<file path="src/rtl/mxt_pkg.sv">
// Shared constants and controller/datapath handshake types for the
// max-XOR-subarray trie core. No dependencies.
`timescale 1ns / 1ps
`default_nettype none

package mxt_pkg;

  localparam int unsigned DATA_BITS_DEF = 32;
  localparam int unsigned MAX_ITEMS_DEF = 1023;
  localparam int unsigned VALUE_W       = 32;
  localparam int unsigned BEST_W        = 32;

  // controller -> datapath
  typedef struct packed {
    logic load;        // capture input item
    logic prep;        // apply start, full check, prefix update
    logic seed_start;  // empty trie, begin inserting zero
    logic q_start;     // begin query walk from the root
    logic q_step;      // one query level
    logic i_start;     // fold query into best, begin insert walk
    logic i_step;      // one insert level (or leaf init)
    logic out_load;    // move result into output register
  } mxt_cmd_t;

  // datapath -> controller
  typedef struct packed {
    logic full;
    logic seed;
    logic q_last;
    logic i_last;
    logic out_free;
  } mxt_sts_t;

endpackage

`default_nettype wire

</file>
<file path="src/rtl/mxt_ctrl.sv">
// Controller FSM: sequences prep, zero seed, query walk, insert walk and
// result hand-off. Depends on mxt_pkg.
`timescale 1ns / 1ps
`default_nettype none

module mxt_ctrl import mxt_pkg::*; (
  input  wire logic     clk_i,
  input  wire logic     rst_ni,
  input  wire logic     in_valid_i,
  output logic          in_ready_o,
  input  wire mxt_sts_t sts_i,
  output mxt_cmd_t      cmd_o
);

  localparam logic [2:0] S_IDLE   = 3'd0;
  localparam logic [2:0] S_PREP   = 3'd1;
  localparam logic [2:0] S_SEED   = 3'd2;
  localparam logic [2:0] S_QSTART = 3'd3;
  localparam logic [2:0] S_QUERY  = 3'd4;
  localparam logic [2:0] S_ISTART = 3'd5;
  localparam logic [2:0] S_INSERT = 3'd6;
  localparam logic [2:0] S_DONE   = 3'd7;

  logic [2:0] state_q;
  logic [2:0] state_d;

  assign in_ready_o = (state_q == S_IDLE);

  always_comb begin
    cmd_o   = '0;
    state_d = state_q;
    case (state_q)
      S_IDLE: begin
        if (in_valid_i) begin
          cmd_o.load = 1'b1;
          state_d    = S_PREP;
        end
      end
      S_PREP: begin
        cmd_o.prep = 1'b1;
        if (sts_i.full) begin
          state_d = S_DONE;
        end else if (sts_i.seed) begin
          cmd_o.seed_start = 1'b1;
          state_d          = S_SEED;
        end else begin
          state_d = S_QSTART;
        end
      end
      S_SEED: begin
        cmd_o.i_step = 1'b1;
        if (sts_i.i_last) begin
          state_d = S_QSTART;
        end
      end
      S_QSTART: begin
        cmd_o.q_start = 1'b1;
        state_d       = S_QUERY;
      end
      S_QUERY: begin
        cmd_o.q_step = 1'b1;
        if (sts_i.q_last) begin
          state_d = S_ISTART;
        end
      end
      S_ISTART: begin
        cmd_o.i_start = 1'b1;
        state_d       = S_INSERT;
      end
      S_INSERT: begin
        cmd_o.i_step = 1'b1;
        if (sts_i.i_last) begin
          state_d = S_DONE;
        end
      end
      S_DONE: begin
        if (sts_i.out_free) begin
          cmd_o.out_load = 1'b1;
          state_d        = S_IDLE;
        end
      end
      default: begin
        state_d = S_IDLE;
      end
    endcase
  end

  always_ff @(posedge clk_i or negedge rst_ni) begin
    if (!rst_ni) begin
      state_q <= S_IDLE;
    end else begin
      state_q <= state_d;
    end
  end

endmodule

`default_nettype wire

</file>
<file path="config.mk">
export PLATFORM = sky130hd
export DESIGN_NAME = mxt_ctrl
export DESIGN_NICKNAME = d
export VERILOG_FILES = /design/src/rtl/mxt_pkg.sv /design/src/rtl/mxt_ctrl.sv
export SDC_FILE = /design/constraint.sdc
export NUM_CORES = 1
export LEC_CHECK = 0
export ABC_AREA = 1
export BUFFER_PORTS_ARGS = -buffer_cell sky130_fd_sc_hd__buf_2
export CAP_MARGIN = 20
export CORE_AREA = 2 2 39 41
export DETAILED_ROUTE_END_ITERATION = 12
export DIE_AREA = 0 0 41 43
export SYNTH_ARGS = -nofsm -noshare
export SYNTH_HDL_FRONTEND = slang
export SYNTH_SLANG_ARGS = --single-unit
</file>
<file path="constraint.sdc">
create_clock -name clk_i -period 0.94 [get_ports clk_i]
set_input_delay 0.141 -clock clk_i [delete_from_list [all_inputs] [get_ports clk_i]]
set_output_delay 0.141 -clock clk_i [all_outputs]
set_load 0.02 [all_outputs]
</file>
==> impl_metrics.ini <==
[synthesis]
ys_ff_latch = 3
synth_edf_count = 0
ys_seq_area_share_pct = 24.90
synth.distinct_cells = 17
syn-num-nets = 54
async_flop_share_pct = 100.0
synth_area_um2 = 301.5
syn_inst = 46
synth_warnings = 0
syn_avg_cell_area_um2 = 6.555
synth_flop_cell = dfrtp_1

[power_and_ir_drop]
p_sw_share_pct = 46.49
powerDensity_nw_per_um2 = 3891
p_comb_share_pct = 77.1
p_int_mw = 1.490
irDropWorstVdd_mv = 1.681
seqPwrFrac_pct = 14.4
finalPower_mw = 2.785
p_clk_share_pct = 8.4
p_sw_mw = 1.295
p_leak_nw = 0.3537

[floorplan]
io_pins = 17
die-area_um2 = 1763
die_y_um = 43
core_um2 = 1384
initial_core_util_pct = 21.79
rows = 14
die_x_um = 41

[cells_and_area]
regArea_um2 = 78.83
final_net_count = 89
drive_gt1_share_pct = 71.25
layout_common_cells = buf_4 (14), nand2_1 (9), buf_6 (9)
fillers = 123
regMostFlops = state_q
fin_util_pct = 51.72
fin_area_um2 = 715.7
n_antenna_cell = 0
largest_reg_flops = 3
multi_input_area_um2 = 284.0
final_cells = 96
reg.largest.list = state_q: 3 flops
final_common_cell = buf_4
area_growth_pct = 137.3

[timing]
max_freq_ghz = 0.7593
rsz0062_at_grt = yes
finalSetupTns_ns = -4.068
whs_ns = 0.2227
finalCritPeriodShare_pct = 140.1
fin_skew_ns = 0.005194
finalWorstSetupSlack_ns = -0.3770
min_period_ns = 1.317
worst_slew_pin_slew_ns = 0.2218
setup_viol = 12
slew_viol_final = 0
hold_viol = 0
slew_headroom_pct = 85.21

[global_route]
grt-busiest-layer = met2
grt_use_met2_pct = 23.75
grtUsageMet1_pct = 15.21
grt_pass1_vias = 384
grt.met3_usage_pct = 3.141
grt_pass1_wl_um = 1614
gr-total-overflow = 0
grt_antenna_before_repair = 0
grt_usage_pct = 14.19
grt_max_degree = 7

[status]
violations = negative setup slack
status = complete, but fails checks

[min_path]
hold_path_class = in2async

[critical_path]
reg2regPathDepth = 7
crit_cells = 4
required_ns = 0.80
cp.arrival_ns = 1.18
path_cells = inv_4, nand2_4, nor3_4, buf_6
critPathBufInv = 2
critPathSlowestCell = dfrtp_2
slowest_delay_ns = 0.47
cp-start-kind = flip-flop
end_kind = output port
worstPathMaxFanout = 6
crit_type = reg2out
critPathTopFamily = flip-flops

[clock_tree]
cts_buffers = 3
htree_levels = 1
cts_tree = built
clk_pin_slew_ns = 0.04
ctsRootBufferMaster = clkbuf_4
cts_buffer_depth = 2
clock_latency_ns = 0.24
cts_sinks = 3

[job]
max-cap-violations = 0

[routing]
drt-initial-drc-count = 7
drt_first_pass_iters = 4
drc_errors = 0
viasPerCell = 4.479
wl_per_cell_um = 11.39
wl_um = 1093
route.vias.total = 430
ant_nets = 0

[placement]
postPlaceCellArea_um2 = 478.0
numPortBuffers = 16
place_inst = 81
hpwl_um = 646.6
gp_congestion = 0.7681
pre_cts_ws_ns = -0.2448
==> synth_stat cells (2+ instances only) <==
cell	instances	area (µm²)
buf_6	3	33.78
dfrtp_1	3	75.07
inv_1	4	15.01
nand2_1	12	45.04
nand3_1	3	15.01
nor2_1	7	26.28
nor2_2	2	12.51
nor3_1	2	10.01
o21ai_0	2	10.01
==> final timing paths <==
| check | from | to | slack (ns) |
|---|---|---|---|
| hold / removal | rst_ni | state_q[0] | 0.22 |
| hold reg to reg | state_q[2] | state_q[2] | 0.75 |
| max in group asynchronous | rst_ni | state_q[2] | 0.60 |
| setup / recovery | state_q[2] | cmd_o[7] | -0.38 |
| min in group clk_i | sts_i[0] | state_q[0] | 0.24 |
| setup reg to reg | state_q[2] | state_q[2] | -0.34 |
==> metal layers <==
metal / wire (µm) / part of all wire (%)
met4: 10 / 0.91
met2: 658 / 60
met1: 388 / 35
met5: 0 / 0
met3: 36 / 3.3
==> kinds of logic (layout without fill, tap and decap cells) <==
| group | Yosys count | after routing | synth area share, % |
|---|---|---|---|
| simple gates | 30 | 30 | 46.89 |
| buf+inv | 9 | 43 | 19.50 |
| compound gates | 3 | 3 | 5.810 |
| flops | 3 | 3 | 24.90 |
| xor+xnor | 1 | 1 | 2.905 |
==> layout make-up <==
| class | instances | area share, % |
|---|---|---|
| clock buffer | 4 | 3.671 |
| inverter | 6 | 4.196 |
| multi-input combinational | 34 | 39.69 |
| sequential | 3 | 11.01 |
| tap | 16 | 2.797 |
| timing repair buffer | 33 | 38.64 |
==> timing repair <==
item                       4_1_cts  5_1_grt
setup endpoints to repair       12       12
resized for setup               31        5
pin swaps                        5        5
hold buffers                     1        0
hold endpoints to repair         3        0
setup buffers                    7        3
==> power groups by stage <==
stage          sequential (mW)  combinational [mW]  clock (mW)
2_1_floorplan            0.251                1.04           0
3_3_place_gp             0.383                1.26           0
3_5_place_dp             0.386                1.27           0
4_1_cts                  0.383                1.92       0.245
5_1_grt                  0.419                2.30       0.258
6_report                 0.402                2.15       0.235
==> worst reg2reg max path: cells and delay by family (launching register included) <==
| family | cells | cell delay [ns] |
|---|---|---|
| AO/OA/AOI/OAI | 1 | 0.11 |
| AND/OR/NAND/NOR | 3 | 0.27 |
| buffers and inverters | 3 | 0.34 |
| flip-flops | 1 | 0.46 |
No activity file was read; power rests on OpenSTA's default activity.
